### src/design/arw_pkg.sv
// Shared constants, types and codes for the anti-replay window.
package arw_pkg;

	// Window size, rounded up to whole 64-bit bitmap words.
	localparam int WINDOW_BITS  = 1024;
	localparam int WORD_BITS    = 64;
	localparam int BIT_IDX_W    = $clog2(WORD_BITS);
	localparam int WINDOW_WORDS = (WINDOW_BITS + WORD_BITS - 1) / WORD_BITS;
	localparam logic [63:0] WINDOW_SPAN = 64'(WINDOW_WORDS * WORD_BITS);

	// The ring holds one word per 64-number block. The window touches at most
	// one block more than its word count, so the ring is the smallest power of two at or above that.
	localparam int RING_DEPTH = 2 ** $clog2(WINDOW_WORDS + 1);
	localparam int RING_IDX_W = $clog2(RING_DEPTH);
	localparam int BLOCK_W    = 64 - BIT_IDX_W;
	localparam int TAG_W      = BLOCK_W - RING_IDX_W;

	localparam logic [31:0] CNT_MAX = 32'hFFFF_FFFF;

	// Stream widths.
	localparam int OUT_FIELDS_W = 2 + 64 + 32 + 32;
	localparam int OUT_DATA_W   = ((OUT_FIELDS_W + 7) / 8) * 8;

	typedef enum logic {
		OP_CHECK = 1'b0,
		OP_CLEAR = 1'b1
	} op_t;

	typedef enum logic [1:0] {
		VERDICT_ACCEPT = 2'd0,
		VERDICT_DUP    = 2'd1,
		VERDICT_OLD    = 2'd2
	} verdict_t;

	// One ring word: the block tag and the seen bits of that block.
	typedef struct packed {
		logic [TAG_W-1:0]     tag;
		logic [WORD_BITS-1:0] bits;
	} ring_entry_t;

	typedef struct packed {
		logic                  rd_en;
		logic [RING_IDX_W-1:0] rd_addr;
		logic                  wr_en;
		logic [RING_IDX_W-1:0] wr_addr;
		ring_entry_t           wr_data;
		logic                  clear;
	} ring_req_t;

	typedef struct packed {
		logic        valid;
		ring_entry_t entry;
	} ring_rsp_t;

	typedef struct packed {
		logic [31:0] old_count;
		logic [31:0] dup_count;
		logic [63:0] highest;
		verdict_t    verdict;
	} result_t;

endpackage

### src/design/arw_ring_store.sv
// Ring of tagged bitmap words with per-entry valid bits and a registered read port.
module arw_ring_store import arw_pkg::*; (
	input  logic      clk,
	input  logic      arst_n,
	input  ring_req_t req,
	output ring_rsp_t rsp
);

	ring_entry_t           mem [RING_DEPTH];
	ring_entry_t           rd_entry_q;
	logic                  rd_valid_q;
	logic [RING_DEPTH-1:0] valid_q;

	// Word storage: one write and one registered read per cycle.
	always_ff @(posedge clk) begin
		if (req.wr_en) begin
			mem[req.wr_addr] <= req.wr_data;
		end
		if (req.rd_en) begin
			rd_entry_q <= mem[req.rd_addr];
		end
	end

	// Valid bits are cleared at once by reset or by a window clear.
	always_ff @(posedge clk or negedge arst_n) begin
		if (!arst_n) begin
			valid_q    <= '0;
			rd_valid_q <= 1'b0;
		end else begin
			if (req.clear) begin
				valid_q <= '0;
			end else if (req.wr_en) begin
				valid_q[req.wr_addr] <= 1'b1;
			end
			if (req.rd_en) begin
				rd_valid_q <= valid_q[req.rd_addr];
			end
		end
	end

	assign rsp.valid = rd_valid_q;
	assign rsp.entry = rd_entry_q;

endmodule

### src/design/arw_window_ctrl.sv
// Window decision logic: highest number, counters and read-modify-write of the ring.
module arw_window_ctrl import arw_pkg::*; (
	input  logic        clk,
	input  logic        arst_n,
	input  logic        accept,
	input  op_t         op,
	input  logic [63:0] seq,
	input  logic        done,
	output ring_req_t   ring_req,
	input  ring_rsp_t   ring_rsp,
	output result_t     result
);

	op_t         op_s1;
	logic [63:0] seq_s1;
	logic        ahead_s1;
	logic        far_s1;

	logic [63:0] highest_q;
	logic        any_seen_q;
	logic [31:0] dup_q;
	logic [31:0] old_q;

	logic [63:0]          back;
	logic                 hit;
	logic [WORD_BITS-1:0] old_bits;
	logic [WORD_BITS-1:0] mask;
	logic [WORD_BITS-1:0] new_bits;
	logic                 seen;
	verdict_t             verdict_d;
	logic [63:0]          highest_d;
	logic                 any_seen_d;
	logic [31:0]          dup_d;
	logic [31:0]          old_d;
	logic                 wr_d;
	logic                 clear_d;

	// Accept stage: compare against the highest number while the ring read is in flight.
	assign back = highest_q - seq;

	always_ff @(posedge clk) begin
		if (accept) begin
			op_s1    <= op;
			seq_s1   <= seq;
			ahead_s1 <= seq > highest_q;
			far_s1   <= back >= WINDOW_SPAN;
		end
	end

	// Completion stage: the word is valid for this number only when its tag matches.
	assign hit      = ring_rsp.valid && (ring_rsp.entry.tag == seq_s1[63 -: TAG_W]);
	assign old_bits = hit ? ring_rsp.entry.bits : '0;
	assign mask     = {{(WORD_BITS-1){1'b0}}, 1'b1} << seq_s1[BIT_IDX_W-1:0];
	assign new_bits = old_bits | mask;
	assign seen     = |(old_bits & mask);

	// Verdict and next state.
	always_comb begin
		verdict_d  = VERDICT_ACCEPT;
		highest_d  = highest_q;
		any_seen_d = any_seen_q;
		dup_d      = dup_q;
		old_d      = old_q;
		wr_d       = 1'b0;
		clear_d    = 1'b0;
		if (op_s1 == OP_CLEAR) begin
			highest_d  = '0;
			any_seen_d = 1'b0;
			dup_d      = '0;
			old_d      = '0;
			clear_d    = 1'b1;
		end else if (!any_seen_q || ahead_s1) begin
			highest_d  = seq_s1;
			any_seen_d = 1'b1;
			wr_d       = 1'b1;
		end else if (far_s1) begin
			verdict_d = VERDICT_OLD;
			old_d     = (old_q == CNT_MAX) ? old_q : old_q + 32'd1;
		end else if (seen) begin
			verdict_d = VERDICT_DUP;
			dup_d     = (dup_q == CNT_MAX) ? dup_q : dup_q + 32'd1;
		end else begin
			wr_d = 1'b1;
		end
	end

	always_ff @(posedge clk or negedge arst_n) begin
		if (!arst_n) begin
			highest_q  <= '0;
			any_seen_q <= 1'b0;
			dup_q      <= '0;
			old_q      <= '0;
		end else if (done) begin
			highest_q  <= highest_d;
			any_seen_q <= any_seen_d;
			dup_q      <= dup_d;
			old_q      <= old_d;
		end
	end

	// Ring requests: read on accept, write back or clear on completion.
	assign ring_req.rd_en         = accept;
	assign ring_req.rd_addr       = seq[BIT_IDX_W +: RING_IDX_W];
	assign ring_req.wr_en         = done && wr_d;
	assign ring_req.wr_addr       = seq_s1[BIT_IDX_W +: RING_IDX_W];
	assign ring_req.wr_data.tag   = seq_s1[63 -: TAG_W];
	assign ring_req.wr_data.bits  = new_bits;
	assign ring_req.clear         = done && clear_d;

	assign result.verdict   = verdict_d;
	assign result.highest   = highest_d;
	assign result.dup_count = dup_d;
	assign result.old_count = old_d;

	a_one_phase: assert property (@(posedge clk) disable iff (!arst_n)
		!(accept && done))
		else $error("request accepted while another completes");

	a_clear_no_write: assert property (@(posedge clk) disable iff (!arst_n)
		ring_req.clear |-> !ring_req.wr_en)
		else $error("ring write during window clear");

	a_highest_rises: assert property (@(posedge clk) disable iff (!arst_n)
		done && op_s1 == OP_CHECK && any_seen_q |=> highest_q >= $past(highest_q))
		else $error("highest number moved backward");

	a_dup_counted: assert property (@(posedge clk) disable iff (!arst_n)
		done && verdict_d == VERDICT_DUP |=>
		(dup_q == $past(dup_q) + 32'd1) || (dup_q == CNT_MAX))
		else $error("duplicate not counted");

endmodule

### src/design/anti_replay_window.sv
// Anti-replay sliding window, top level.
// On accept the number and the ring read are registered; the result is then formed and taken
// into the output register on completion. No new request is taken until the last one completes.
// A finished result waits in the output register; the next request is taken meanwhile.
// Reset (arst_n low) empties the window, zeroes the highest number and both counters.
module anti_replay_window import arw_pkg::*; (
	input  logic                  clk,
	input  logic                  arst_n,
	input  logic                  s_tvalid,
	output logic                  s_tready,
	input  logic [63:0]           s_tdata,  // [63:0] seq_number
	input  logic [0:0]            s_tuser,  // [0] operation
	output logic                  m_tvalid,
	input  logic                  m_tready,
	// [1:0] verdict, [65:2] highest_seq, [97:66] duplicate_count,
	// [129:98] too_old_count, upper bits zero
	output logic [OUT_DATA_W-1:0] m_tdata
);

	logic                  busy_q;
	logic                  m_tvalid_q;
	logic [OUT_DATA_W-1:0] m_tdata_q;
	logic                  accept;
	logic                  done;
	ring_req_t             ring_req;
	ring_rsp_t             ring_rsp;
	result_t               result;

	// Handshake: one request in flight; it completes once the output slot is free.
	assign s_tready = !busy_q;
	assign accept   = s_tvalid && s_tready;
	assign done     = busy_q && (!m_tvalid_q || m_tready);

	always_ff @(posedge clk or negedge arst_n) begin
		if (!arst_n) begin
			busy_q     <= 1'b0;
			m_tvalid_q <= 1'b0;
		end else begin
			if (accept) begin
				busy_q <= 1'b1;
			end else if (done) begin
				busy_q <= 1'b0;
			end
			if (done) begin
				m_tvalid_q <= 1'b1;
			end else if (m_tready) begin
				m_tvalid_q <= 1'b0;
			end
		end
	end

	// Output register.
	always_ff @(posedge clk) begin
		if (done) begin
			m_tdata_q <= OUT_DATA_W'(result);
		end
	end

	assign m_tvalid = m_tvalid_q;
	assign m_tdata  = m_tdata_q;

	arw_window_ctrl u_ctrl (
		.clk      (clk),
		.arst_n   (arst_n),
		.accept   (accept),
		.op       (op_t'(s_tuser[0])),
		.seq      (s_tdata),
		.done     (done),
		.ring_req (ring_req),
		.ring_rsp (ring_rsp),
		.result   (result)
	);

	arw_ring_store u_ring (
		.clk    (clk),
		.arst_n (arst_n),
		.req    (ring_req),
		.rsp    (ring_rsp)
	);

endmodule
### config.mk
export PLATFORM = sky130hd
export DESIGN_NAME = anti_replay_window
export DESIGN_NICKNAME = d
export VERILOG_FILES = /design/src/design/arw_pkg.sv /design/src/design/arw_ring_store.sv /design/src/design/arw_window_ctrl.sv /design/src/design/anti_replay_window.sv
export SDC_FILE = /design/constraint.sdc
export NUM_CORES = 2
export LEC_CHECK = 0
export ABC_AREA = 1
export BUFFER_PORTS_ARGS = -buffer_cell sky130_fd_sc_hd__buf_2
export CORE_UTILIZATION = 36
export DETAILED_ROUTE_END_ITERATION = 12
export GPL_ROUTABILITY_DRIVEN = 0
export PLACE_DENSITY = 0.56
export RECOVER_POWER = 25
export SETUP_SLACK_MARGIN = 0.02
export SLEW_MARGIN = 20
export SYNTH_ARGS = -nofsm -noshare
export SYNTH_HDL_FRONTEND = slang
export SYNTH_SLANG_ARGS = --single-unit
### constraint.sdc
create_clock -name clk -period 11.3 [get_ports clk]
set_input_delay 1.13 -clock clk [delete_from_list [all_inputs] [get_ports clk]]
set_output_delay 1.13 -clock clk [all_outputs]
set_load 0.01 [all_outputs]
==> impl_results.md <==
* Final Cycle Share at 0.733
* Ports at 207
* Post-Syn Area per Cell at 12.3 um2
* Largest family of logic cells by synthesized area: compound AO/OA/AOI/OAI gates
* Die area at 482000 um2
* Number of global-route vias before repair at 110000
* Die Ht at 694 um
* Hold Startpoint: s_tuser
* Crit path launch type: flip-flop
* Number of max-cap violations at 38
* Synth Instances at 14100
* Root buf cell: clkbuf_16
* Share of cells above drive strength 1 at 0.0774
* CTS hold repair buffers at 0
* Max rail drop VDD at 0.000178 V
* PortBufs at 200
* Post-synthesis cell type with the largest combined area: edfxtp_1
* Max Slew Vio Count at 1499
* Final min period at 8.28 ns
* Final net count at 14200
* Compound-Gate Fraction of Synth Area at 0.133
* YS warnings at 0
* Flip-flop and latch area at 126000 um2
* Slew @ Worst Pin at 4.31 ns
* Status: complete, but fails checks
* Worst-path fanout max at 107
* CTS tree: built
* Worst-Skew Late Latency at 1.03 ns
* Clk_skew at 0.0962 ns
* Min-delay worst type: in -> reg
* Mux share of post-synthesis cell area at 0
* Seq/Total Area, Yosys at 0.730
* Fmax at 0.121 GHz
* FF-to-FF setup slack at 3.02 ns
* DR pass1 iterations at 6
* Worst Reg2Reg Path Length in Cells at 22
* PD cells at 188 nW/um2
* Post-synthesis simple-gate area fraction at 0.0974
* # rows at 253
* Total GRT Usage at 0.221
* Wirelength per Cell at 26.7 um
* Wirelength, routed at 554000 um
* Antenna-violating nets left at 0
* Deepest clock path buffer count at 4
* Crit path DAT at 8.88 ns
* Power consumption at 36.6 mW
* Share of the synthesized area in the top cell type at 0.706
* DR vias at 118000
* GRT overflow at 0
* Failing checks: capacitance limit, slew limit
* Largest net degree at the start of global routing at 199
* Setup violators final at 0
* Via density at 5.66
* Area contributors post-synth: edfxtp_1 (71%), o21ai_0 (7.2%), nor2_1 (5.7%)
* Placeable core area at 476000 um2
* Starting Density at 0.362
* Global-route wire length before repair at 794000 um
* Filler cell count in the final layout at 44700
* Area of placed instances at 181000 um2
* Area share of fa/ha/maj cells after synthesis at 0.00490
* Initial antenna violation count at 15
* Reg2reg start: u_ctrl.seq_s1[11]
* Post-Synth XOR/XNOR Area at 0.00330
* DRC Markers at 0
* RSZ-0062 raised after global routing: no
* Final Hold Fails at 0
* Post-CTS setup buffers at 0
* Final core occ at 0.407
* Critical path type: reg -> reg
* TritonCTS Sinks at 4222
* Pleak at 61.5 nW
* RR Endpoint: u_ring.mem[29][102]
* CTS buffer count at 424
* PostCTS Resize Cnt at 0
* Req. time, crit path at 11.90 ns
* Post-synthesis instance area at 173000 um2
* CTS H-tree depth at 5
* DRT iter0 DRCs at 14600
* Final instance area at 194000 um2
* Critical Path End Type: flip-flop
* Area Growth Syn to Fin at 12.5%
* CTS clk-pin slew, worst paths at 0.06 ns
* Final setup TNS at 0 ns
* Worst rel slew slack at -1.89
* Die width at 694 um
* Min-Delay Path Depth at 1
* Dpl hpwl at 305000 um
* Multi-input gate area at 41500 um2
* Yosys cell types at 55
* Synthesized flop and latch total at 4222
* Worst Hold End: u_ctrl.op_s1
==> cell usage after synthesis (all sizes together) <==
| cell type | number |
|---|---|
| clkbuf | 835 |
| a211oi | 3 |
| nor3b | 6 |
| nor4 | 18 |
| xnor2 | 18 |
| dfrtp | 164 |
| a21oi | 239 |
| o21bai | 13 |
| a221oi | 1 |
| nand3 | 135 |
| a31o | 64 |
| nand3b | 3 |
| nand2 | 1061 |
| o21a | 7 |
| conb | 1 |
| o221ai | 84 |
| nor3 | 60 |
| o22ai | 1021 |
| o211ai | 22 |
| a21o | 7 |
| o21ai | 2518 |
| xor2 | 47 |
| a31oi | 79 |
| nand4 | 209 |
| o311ai | 2 |
| buf | 105 |
| inv | 454 |
| or2 | 23 |
| nor2 | 2647 |
| clkinv | 5 |
| a21boi | 5 |
| edfxtp | 4058 |
| nor4b | 1 |
| and2 | 3 |
| and3 | 14 |
| fa | 1 |
| o2111ai | 2 |
| o32ai | 9 |
| ha | 66 |
| o31ai | 53 |
==> per-layer routing <==
layer | global-route usage | routed length (um) | up-vias | share of wire
met2 | 0.351 | 256000 | 5360 | 0.46
li1 | - | - | 51700 | -
met4 | 0.0748 | 20500 | 4 | 0.037
met5 | 0 | 30 | - | 0.000054
met3 | 0.0284 | 44000 | 826 | 0.079
met1 | 0.315 | 234000 | 59600 | 0.42
==> report_power, final <==
part	leakage [nW]	internal [mW]	switching (mW)
combinational	17.9	0.996	3.23
sequential	37.0	18.1	0.350
clock	6.61	7.79	6.14
total	61.5	26.8	9.72
==> state kept, by name (all words and copies together) (netlist names) <==
| name | flops |
|---|---|
| u_ctrl.any_seen_q | 1 |
| u_ctrl.far_s1 | 1 |
| u_ctrl.dup_q | 32 |
| u_ctrl.highest_q | 64 |
| m_tdata | 130 |
| u_ctrl.old_q | 32 |
| u_ctrl.ahead_s1 | 1 |
| m_tvalid | 1 |
| busy_q | 1 |
| u_ring.mem | 3744 |
| u_ctrl.op_s1 | 1 |
| u_ring.rd_valid_q | 1 |
| u_ring.rsp | 117 |
| u_ring.valid_q | 32 |
| u_ctrl.seq_s1 | 64 |
==> how the worst max path moves through the flow <==
stage,startpoint,to,slack [ns],depth (start not counted)
6_report,u_ctrl.seq_s1[11],u_ring.mem[29][102],3.02,22
5_1_grt,u_ctrl.seq_s1[11],u_ring.mem[29][102],2.73,22
4_1_cts,u_ctrl.seq_s1[41],u_ring.mem[4][16],3.78,21
3_5_place_dp,u_ctrl.seq_s1[41],u_ring.mem[29][85],3.84,21
3_3_place_gp,u_ctrl.seq_s1[19],u_ring.mem[29][85],3.88,21
2_1_floorplan,s_tvalid,u_ring.rd_valid_q,1.45,3
==> cell type report <==
class,instances,area share
timing repair buffer,464,0.0169
tap,6375,0.0411
clock buffer,528,0.0577
sequential,4222,0.649
inverter,459,0.00909
antenna,7,0.0000903
clock inverter,259,0.0122
multi-input combinational,8447,0.214
==> cells in the final DEF (no fill, tap or decap), drive strengths merged, types with 23 or more instances in the layout <==
cell type | synthesis | layout
o22ai | 1021 | 1021
o31ai | 53 | 53
nand4 | 209 | 209
a31o | 64 | 64
dfrtp | 164 | 164
nor3 | 60 | 60
ha | 66 | 66
buf | 105 | 345
nor2 | 2647 | 2647
nand3 | 135 | 135
or2 | 23 | 23
a21oi | 239 | 239
a31oi | 79 | 79
o221ai | 84 | 84
nand2 | 1061 | 1061
xor2 | 47 | 47
edfxtp | 4058 | 4058
inv | 454 | 467
clkbuf | 835 | 647
o21ai | 2518 | 2518
clkinv | 5 | 204
bufinv | 0 | 33
==> stage by stage <==
step	hold WS (ns)	worst slack, ns	std cells
2_1_floorplan	0.459	1.45	14100
3_3_place_gp	0.471	3.88	20000
3_5_place_dp	0.474	3.84	20000
4_1_cts	0.0818	3.78	20700
5_1_grt	0.258	2.73	20800
6_report	0.280	3.02	20800
==> logic make-up (layout without fill, tap and decap cells) <==
kind of cell / count (synthesis) / count (layout)
buffers and inverters: 1399 / 1710
and+or+nand+nor: 4180 / 4180
adders and majority gates: 67 / 67
xor gates and xnor gates: 65 / 65
DFF: 4222 / 4222
AOI/OAI and AO/OA: 4129 / 4129
other: 1 / 13
==> worst max-delay path, stage by stage, from the launching register on <==
cell      delay (ns)
edfxtp_1        0.32
clkbuf_1        1.48
inv_1           0.29
nor2_1          0.19
nor2_1          0.08
nand2_1         0.06
nor2_1          0.04
nand2_1         0.09
nor2_4          0.13
buf_4           0.47
nand4_1         0.21
nand2_1         0.08
nor2_1          0.15
nand2_1         0.12
inv_2           0.07
nand2_1         0.05
nor2_1          0.20
nand2_2         0.39
a21boi_2        0.65
nand2_1         0.61
nor2_4          0.52
buf_4           0.72
buf_4           0.75
Power figures use the tool's default switching activity.
